==> config.mk <==
export PLATFORM = sky130hd
export DESIGN_NAME = nev_cell
export DESIGN_NICKNAME = d
export VERILOG_FILES = /design/src/hdl/nev_pkg.sv /design/src/hdl/nev_muldiv.sv /design/src/hdl/nev_cell.sv
export SDC_FILE = /design/constraint.sdc
export NUM_CORES = 2
export LEC_CHECK = 0
export ABC_AREA = 1
export BUFFER_PORTS_ARGS = -buffer_cell sky130_fd_sc_hd__clkbuf_2
export CAP_MARGIN = 30
export CORE_MARGIN = 3
export CORE_UTILIZATION = 35
export CTS_CLUSTER_SIZE = 25
export DETAILED_ROUTE_END_ITERATION = 10
export GPL_TIMING_DRIVEN = 0
export HOLD_SLACK_MARGIN = 0.15
export PLACE_DENSITY_LB_ADDON = 0.12
export SKIP_CTS_REPAIR_TIMING = 1
export SYNTH_ARGS = -nofsm -noshare
export SYNTH_HDL_FRONTEND = slang
export SYNTH_HIERARCHICAL = 1
export SYNTH_SLANG_ARGS = --single-unit
==> constraint.sdc <==
create_clock -name clk -period 3.9 [get_ports clk]
set_input_delay 0.78 -clock clk [delete_from_list [all_inputs] [get_ports clk]]
set_output_delay 0.78 -clock clk [all_outputs]
set_load 0.05 [all_outputs]
==> src/hdl/nev_pkg.sv <==
// nev_pkg: shared types and constants for the neville interpolator core
// holds the cell control struct, fsm state type, request codes and default sizes
// no dependencies
package nev_pkg;

    // field widths fixed by the interface
    localparam int DATA_W   = 32;
    localparam int IDX_W    = 4;
    localparam int NP_W     = 5;
    // magnitude width of an abscissa difference (two 32-bit values)
    localparam int H_W      = DATA_W + 1;

    localparam int MAX_POINTS_DEF  = 16;
    localparam int VALUE_WIDTH_DEF = 32;

    localparam logic [NP_W-1:0] NP_RESET = NP_W'(4);

    // request codes
    localparam logic REQ_LOAD = 1'b0;
    localparam logic REQ_EVAL = 1'b1;

    // control broadcast from the sequencer to every cell
    typedef struct packed {
        logic probe_load;
        logic probe_shift;
        logic tab_init;
        logic op_start;
        logic mul_step;
        logic div_step;
        logic commit;
    } cell_ctrl_t;

    typedef enum logic [3:0] {
        ST_IDLE,
        ST_DUP,
        ST_SEARCH,
        ST_YINIT,
        ST_SHIFT,
        ST_OPST,
        ST_MUL,
        ST_DIV,
        ST_COMMIT,
        ST_PICK,
        ST_DONE
    } st_t;

endpackage

==> src/hdl/nev_muldiv.sv <==
// nev_muldiv: serial multiply then restoring divide, |a|*|b|/|d| with sign and saturation
// one multiplier bit per mul_step, one quotient bit per div_step
// depends on nev_pkg
module nev_muldiv #(
    parameter int VW = nev_pkg::VALUE_WIDTH_DEF
) (
    input  logic                       clk,
    input  nev_pkg::cell_ctrl_t        ctrl,
    input  logic [VW-1:0]              amag,
    input  logic [nev_pkg::H_W-1:0]    bmag,
    input  logic [nev_pkg::H_W-1:0]    dmag,
    input  logic                       neg,
    output logic signed [VW-1:0]       result
);
    import nev_pkg::*;

    localparam int PW = VW + H_W - 1;
    localparam logic [VW-1:0] VMAX = {1'b0, {(VW-1){1'b1}}};
    localparam logic [VW-1:0] VMIN = {1'b1, {(VW-1){1'b0}}};

    logic [VW-1:0]  a_reg;
    logic [H_W-1:0] b_reg;
    logic [H_W-1:0] d_reg;
    logic           neg_reg;
    logic [PW-1:0]  prod_reg;
    logic [H_W-1:0] rem_reg;
    logic [VW-1:0]  q_reg;
    logic           ovf_reg;

    logic [H_W:0]   trial;
    logic           qbit;
    logic           sat;

    // trial subtraction for one quotient bit
    always_comb
    begin
        trial = {rem_reg, prod_reg[PW-1]};
        qbit  = (trial >= {1'b0, d_reg});
    end

    // operand capture, shift-add product, long division
    always_ff @(posedge clk)
    begin
        if (ctrl.op_start)
        begin
            a_reg    <= amag;
            b_reg    <= bmag;
            d_reg    <= dmag;
            neg_reg  <= neg;
            prod_reg <= '0;
            rem_reg  <= '0;
            q_reg    <= '0;
            ovf_reg  <= 1'b0;
        end
        else if (ctrl.mul_step)
        begin
            prod_reg <= (prod_reg << 1) + (b_reg[H_W-1] ? PW'(a_reg) : PW'(0));
            b_reg    <= b_reg << 1;
        end
        else if (ctrl.div_step)
        begin
            rem_reg  <= qbit ? H_W'(trial - {1'b0, d_reg}) : H_W'(trial);
            prod_reg <= prod_reg << 1;
            ovf_reg  <= ovf_reg | q_reg[VW-1];
            q_reg    <= {q_reg[VW-2:0], qbit};
        end
    end

    // sign and saturation of the quotient
    always_comb
    begin
        sat = ovf_reg | q_reg[VW-1];
        if (neg_reg)
        begin
            result = sat ? VMIN : -q_reg;
        end
        else
        begin
            result = sat ? VMAX : q_reg;
        end
    end

endmodule

==> src/hdl/nev_cell.sv <==
// nev_cell: one tableau cell holding a tabulated point, its C and D entries and a probe
// the probe shifts down the chain so cell i sees abscissa i+k after k shifts
// depends on nev_pkg and nev_muldiv
module nev_cell #(
    parameter int VW = nev_pkg::VALUE_WIDTH_DEF
) (
    input  logic                              clk,
    input  logic                              rst_n,
    input  nev_pkg::cell_ctrl_t               ctrl,
    input  logic                              wr_en,
    input  logic signed [nev_pkg::DATA_W-1:0] wr_x,
    input  logic signed [nev_pkg::DATA_W-1:0] wr_y,
    input  logic signed [nev_pkg::DATA_W-1:0] qx,
    input  logic                              cell_valid,
    input  logic signed [nev_pkg::DATA_W-1:0] probe_in,
    input  logic                              probe_vin,
    input  logic signed [VW-1:0]              c_in,
    output logic signed [nev_pkg::DATA_W-1:0] xa,
    output logic signed [nev_pkg::DATA_W-1:0] probe,
    output logic                              probe_v,
    output logic signed [VW-1:0]              c_out,
    output logic signed [VW-1:0]              d_out,
    output logic                              hit
);
    import nev_pkg::*;

    localparam int EW = (VW > DATA_W) ? VW : DATA_W;
    localparam logic signed [EW-1:0] VMAX_E = signed'({{(EW-VW+1){1'b0}}, {(VW-1){1'b1}}});
    localparam logic signed [EW-1:0] VMIN_E = ~VMAX_E;

    logic signed [DATA_W-1:0] xa_reg;
    logic signed [DATA_W-1:0] ya_reg;
    logic signed [DATA_W-1:0] probe_reg;
    logic                     probe_v_reg;
    logic signed [VW-1:0]     c_reg;
    logic signed [VW-1:0]     d_reg;

    logic signed [EW-1:0]     ya_e;
    logic signed [VW-1:0]     ya_clamp;
    logic signed [VW:0]       w_wide;
    logic signed [VW-1:0]     w;
    logic [VW-1:0]            w_mag;
    logic signed [H_W-1:0]    h_o;
    logic signed [H_W-1:0]    h_p;
    logic signed [H_W-1:0]    den;
    logic [H_W-1:0]           h_o_mag;
    logic [H_W-1:0]           h_p_mag;
    logic [H_W-1:0]           den_mag;
    logic signed [VW-1:0]     res_d;
    logic signed [VW-1:0]     res_c;

    // ordinate clamped to the working width
    always_comb
    begin
        ya_e = EW'(ya_reg);
        if (ya_e > VMAX_E)
        begin
            ya_clamp = VMAX_E[VW-1:0];
        end
        else if (ya_e < VMIN_E)
        begin
            ya_clamp = VMIN_E[VW-1:0];
        end
        else
        begin
            ya_clamp = ya_e[VW-1:0];
        end
    end

    // operands of the update: w = c[i+1] - d[i] saturated, offsets and denominator
    always_comb
    begin
        w_wide = {c_in[VW-1], c_in} - {d_reg[VW-1], d_reg};
        if (w_wide[VW] != w_wide[VW-1])
        begin
            w = w_wide[VW] ? VMIN_E[VW-1:0] : VMAX_E[VW-1:0];
        end
        else
        begin
            w = w_wide[VW-1:0];
        end
        w_mag   = w[VW-1] ? -w : w;
        h_o     = {xa_reg[DATA_W-1], xa_reg} - {qx[DATA_W-1], qx};
        h_p     = {probe_reg[DATA_W-1], probe_reg} - {qx[DATA_W-1], qx};
        den     = {xa_reg[DATA_W-1], xa_reg} - {probe_reg[DATA_W-1], probe_reg};
        h_o_mag = h_o[H_W-1] ? -h_o : h_o;
        h_p_mag = h_p[H_W-1] ? -h_p : h_p;
        den_mag = den[H_W-1] ? -den : den;
    end

    // d update uses the far offset, c update the near one
    nev_muldiv #(.VW(VW)) u_mul_d (
        .clk    (clk),
        .ctrl   (ctrl),
        .amag   (w_mag),
        .bmag   (h_p_mag),
        .dmag   (den_mag),
        .neg    (w[VW-1] ^ h_p[H_W-1] ^ den[H_W-1]),
        .result (res_d)
    );

    nev_muldiv #(.VW(VW)) u_mul_c (
        .clk    (clk),
        .ctrl   (ctrl),
        .amag   (w_mag),
        .bmag   (h_o_mag),
        .dmag   (den_mag),
        .neg    (w[VW-1] ^ h_o[H_W-1] ^ den[H_W-1]),
        .result (res_c)
    );

    // probe valid flag
    always_ff @(posedge clk or negedge rst_n)
    begin
        if (!rst_n)
        begin
            probe_v_reg <= 1'b0;
        end
        else if (ctrl.probe_load)
        begin
            probe_v_reg <= cell_valid;
        end
        else if (ctrl.probe_shift)
        begin
            probe_v_reg <= probe_vin;
        end
    end

    // point storage, probe and tableau entries
    always_ff @(posedge clk)
    begin
        if (wr_en)
        begin
            xa_reg <= wr_x;
            ya_reg <= wr_y;
        end
        if (ctrl.probe_load)
        begin
            probe_reg <= xa_reg;
        end
        else if (ctrl.probe_shift)
        begin
            probe_reg <= probe_in;
        end
        if (ctrl.tab_init)
        begin
            c_reg <= ya_clamp;
            d_reg <= ya_clamp;
        end
        else if (ctrl.commit && probe_v_reg)
        begin
            c_reg <= res_c;
            d_reg <= res_d;
        end
    end

    assign xa      = xa_reg;
    assign probe   = probe_reg;
    assign probe_v = probe_v_reg;
    assign c_out   = c_reg;
    assign d_out   = d_reg;
    assign hit     = cell_valid & probe_v_reg & (xa_reg == probe_reg);

endmodule

==> reports/summary.txt <==
ratio of final minimum period to clock period: 0.985
post-synthesis compound-gate area fraction: 0.0929
pin count of the biggest net entering global routing: 102
insertion delay to the later sink of the worst-skew pair: 0.71 ns
total buffers and inverters traversed by the critical path: 2
Post-synth top flop: sky130_fd_sc_hd__edfxtp_1
IO Port Bufs: 298
Post-synth EDFFs: 358
simple-gate portion of the synthesized area: 0.376
Layout Area Growth over Synthesis: 15.3%
Cell Area, Synth: 0.0519 mm²
detailed-route vias per instance: 4.97
standard cell with the maximum stage delay on the critical path: sky130_fd_sc_hd__edfxtp_1
Worst Setup End Kind: primary output
share of flip-flops with an asynchronous set or reset: 0.00162
Hold Crit Class: primary input to flop
first-pass detailed-route iteration total: 6
final count of pins violating max slew: 0
starting density of the core: 0.354
floorplan row count: 140
GRT Resource Usage Total: 0.262
Design Power: 30.8 mW
fmax: 260 MHz
PD cells: 514 mW/mm²
sink count of the clock tree: 619
Crit path largest cell delay: 0.53 ns
Top-Level Pins: 302
Hold Path Sink: xa[23]
cell family contributing the most delay on the critical path: simple AND/OR/NAND/NOR gates
startpoint type of the worst setup path: flop
net switching power: 13.6 mW
crit path cell chain: ha_1 -> inv_1 -> nor4_1 -> nand3_1 -> nor2_1 -> clkbuf_4
mux share of post-synthesis cell area: 0
slack of the worst reg-to-reg path: 0.12 ns
clock power share: 0.252
number of global-route vias before repair: 49939
xor/xnor share of the synthesized area: 0.0420
die boundary height: 391 µm
area taken by flip-flops and latches: 0.0160 mm²
Period minus WS final: 3.84 ns
Root Driver: sky130_fd_sc_hd__clkbuf_16
number of setup violations in the final report: 0
Synthesized Nets: 8713
ratio of cells with drive above 1 in the final layout: 0.0955
average wire per standard cell: 19.3 µm
global-route wire length before repair: 308000 µm
TritonCTS clock tree: built
measured slew at the worst slew-check pin: 1.05 ns
switching part of the total: 0.441
Fin. Hold Viols: 0
cell-internal power: 17.2 mW
critical path launch point: xa[31]
gate count after technology mapping: 8271
Seq pwr share: 0.300
result of the run: completed
Initial DRC Count: 4198
share of power burned in combinational logic: 0.448
minimum hold slack: 0.255 ns
Post-Syn Area per Cell: 6.27 µm²
depth of the worst hold-timing path: 1
critical hold path startpoint: wr_x[23]
Final Wtd Congestion: 0.955
number of antenna violations at the first check in global routing: 2
Reg2Reg Depth: 21
DRT Wirelength: 206000 µm
signal arrival time at the worst endpoint: 3.06 ns
Core Util, Final: 0.408
standard cell area after detailed placement: 0.0560 mm²
count of different cell masters after synthesis: 55
total overflow reported by the global router: 0
reg-to-reg startpoint: probe[1]
combinational family with the most area after synthesis: simple AND/OR/NAND/NOR gates
post-synthesis share of cell area spent on full adders, half adders and majority gates: 0.0663
DRC violations left: 0
reg-to-reg endpoint: u_mul_c/d_reg[30]
Chip Width: 391 µm
multi-input logic area: 0.0307 mm²
number of buffers added by the clock tree synthesis step: 81
clock buffer depth: 3
category of the critical setup timing path: flop to primary output
Pleak: 29.9 nW
yosys warns: 6
area of the core: 0.146 mm²
worst slew slack as a fraction of its limit: 0.302
Final Cell Area: 0.0598 mm²
crit-path max FO: 4
total via count in the routed design: 53096
number of nets with antenna violations after routing: 0
flops & latches, synth: 619
data required time of the critical path: 3.12 ns
clock-pin slew of the registers on the worst-case setup and hold paths: 0.06 ns
clk_skew: 0.0361 ns
number of filler instances in the final layout: 16071
highest ir drop seen on vdd: 353 µV
CTS H-Tree Depth: 3
post-detail-place hpwl: 171000 µm
Max-Cap Viols: 0
net count reported at finish: 9140
sequential-to-total area share from yosys stat: 0.308
full die area: 0.153 mm²
post-route setup TNS: 0 ns
[through the flow]
step	instances	setup slack, ns
final	10687	0.0577
after CTS	10647	-0.879
after floorplan	8271	0.00455
after global routing	10686	-0.0384
after detailed placement	10495	-1.34
after global placement	10486	-3.68
[worst register-to-register path: cells and delay by family, from the launching register on]
family / cells / cell delay (ns)
simple gates: 16 / 1.81
fa+ha+maj: 1 / 0.32
buf+inv: 3 / 0.37
compound gates: 1 / 0.40
flops: 1 / 0.60
[worst max-delay path by stage]
stage | depth (start not counted) | to
after global placement | 5 | u_mul_d/b_reg[19]
after floorplan | 29 | u_mul_c/a_reg[20]
after global routing | 27 | u_mul_c/a_reg[28]
final | 6 | hit
after CTS | 25 | u_mul_c/a_reg[18]
after detailed placement | 27 | u_mul_d/a_reg[18]
[cell type report]
type	count	share of cell area
Tap cell	1917	0.0401
Clock inverter	52	0.0100
Clock buffer	100	0.0359
Sequential cell	619	0.267
Buffer	186	0.0147
Inverter	1359	0.0853
Timing Repair Buffer	344	0.0334
Antenna cell	3	0.000126
Multi-Input combinational cell	6107	0.513
[layout by cell type (no fill, tap or decap), types with 28 or more instances in the layout]
master / n
sky130_fd_sc_hd__nand2_1: 2841
sky130_fd_sc_hd__inv_1: 1329
sky130_fd_sc_hd__nor2_1: 866
sky130_fd_sc_hd__nand3_1: 493
sky130_fd_sc_hd__a21oi_1: 419
sky130_fd_sc_hd__edfxtp_1: 358
sky130_fd_sc_hd__clkbuf_2: 302
sky130_fd_sc_hd__dfxtp_1: 260
sky130_fd_sc_hd__o21ai_0: 252
sky130_fd_sc_hd__ha_1: 240
sky130_fd_sc_hd__xor2_1: 165
sky130_fd_sc_hd__clkbuf_1: 129
sky130_fd_sc_hd__nand4_1: 111
sky130_fd_sc_hd__nor3_1: 85
sky130_fd_sc_hd__clkbuf_16: 82
sky130_fd_sc_hd__nand2_2: 68
sky130_fd_sc_hd__nand3b_1: 62
sky130_fd_sc_hd__xnor2_1: 54
sky130_fd_sc_hd__a31oi_1: 52
sky130_fd_sc_hd__nor2_2: 47
sky130_fd_sc_hd__o21bai_1: 38
sky130_fd_sc_hd__buf_4: 38
sky130_fd_sc_hd__nor4_1: 32
sky130_fd_sc_hd__or2_2: 32
sky130_fd_sc_hd__buf_2: 28
[power by group through the flow]
stage                     clock network (mW)  logic [mW]  registers [mW]
after floorplan                            0        7.97            9.85
after global placement                     0        13.0            9.39
after detailed placement                   0        13.0            9.39
after CTS                               7.97        13.0            9.27
after global routing                    8.22        15.1            9.35
final                                   7.75        13.8            9.24
[metal layers]
| layer | GRT usage | vias to the layer above | wire length, µm |
|---|---|---|---|
| li1 | - | 26980 | - |
| met1 | 0.360 | 24453 | 95300 |
| met5 | 0 | - | 0 |
| met3 | 0.0289 | 224 | 9810 |
| met2 | 0.438 | 1439 | 95000 |
| met4 | 0.0693 | 0 | 5950 |
[cell families after synthesis]
| family | count (synthesis) |
|---|---|
| AND/OR/NAND/NOR | 4708 |
| buffers and inverters | 1545 |
| AO/OA/AOI/OAI | 880 |
| flip-flops | 619 |
| adder cells (fa/ha/maj) | 270 |
| XOR/XNOR | 249 |
[synth_stat cells, types with 10 or more instances]
cell	n	area, µm²
sky130_fd_sc_hd__nor2_2	23	144
sky130_fd_sc_hd__o31ai_1	11	82.6
sky130_fd_sc_hd__xor2_1	175	1530
sky130_fd_sc_hd__nand2_1	2873	10800
sky130_fd_sc_hd__nor3_1	90	450
sky130_fd_sc_hd__nor2_1	892	3350
sky130_fd_sc_hd__o22ai_1	11	68.8
sky130_fd_sc_hd__ha_1	262	3280
sky130_fd_sc_hd__o21a_1	11	82.6
sky130_fd_sc_hd__o21bai_1	39	293
sky130_fd_sc_hd__dfxtp_1	260	5200
sky130_fd_sc_hd__inv_2	23	86.3
sky130_fd_sc_hd__or2_2	32	200
sky130_fd_sc_hd__clkbuf_1	120	450
sky130_fd_sc_hd__a21o_1	20	150
sky130_fd_sc_hd__buf_2	27	135
sky130_fd_sc_hd__a21oi_1	432	2160
sky130_fd_sc_hd__a21boi_0	10	75.1
sky130_fd_sc_hd__nand2_2	44	275
sky130_fd_sc_hd__xnor2_1	74	648
sky130_fd_sc_hd__edfxtp_1	358	10800
sky130_fd_sc_hd__buf_6	12	135
sky130_fd_sc_hd__nor4_1	36	225
sky130_fd_sc_hd__nand3_1	498	2490
sky130_fd_sc_hd__nand3b_1	62	465
sky130_fd_sc_hd__a31oi_1	52	325
sky130_fd_sc_hd__o21ai_1	10	50.1
sky130_fd_sc_hd__inv_1	1333	5000
sky130_fd_sc_hd__o21ai_0	256	1280
sky130_fd_sc_hd__nand4_1	111	694
sky130_fd_sc_hd__buf_1	19	71.3
(Power assumes the default switching activity.)
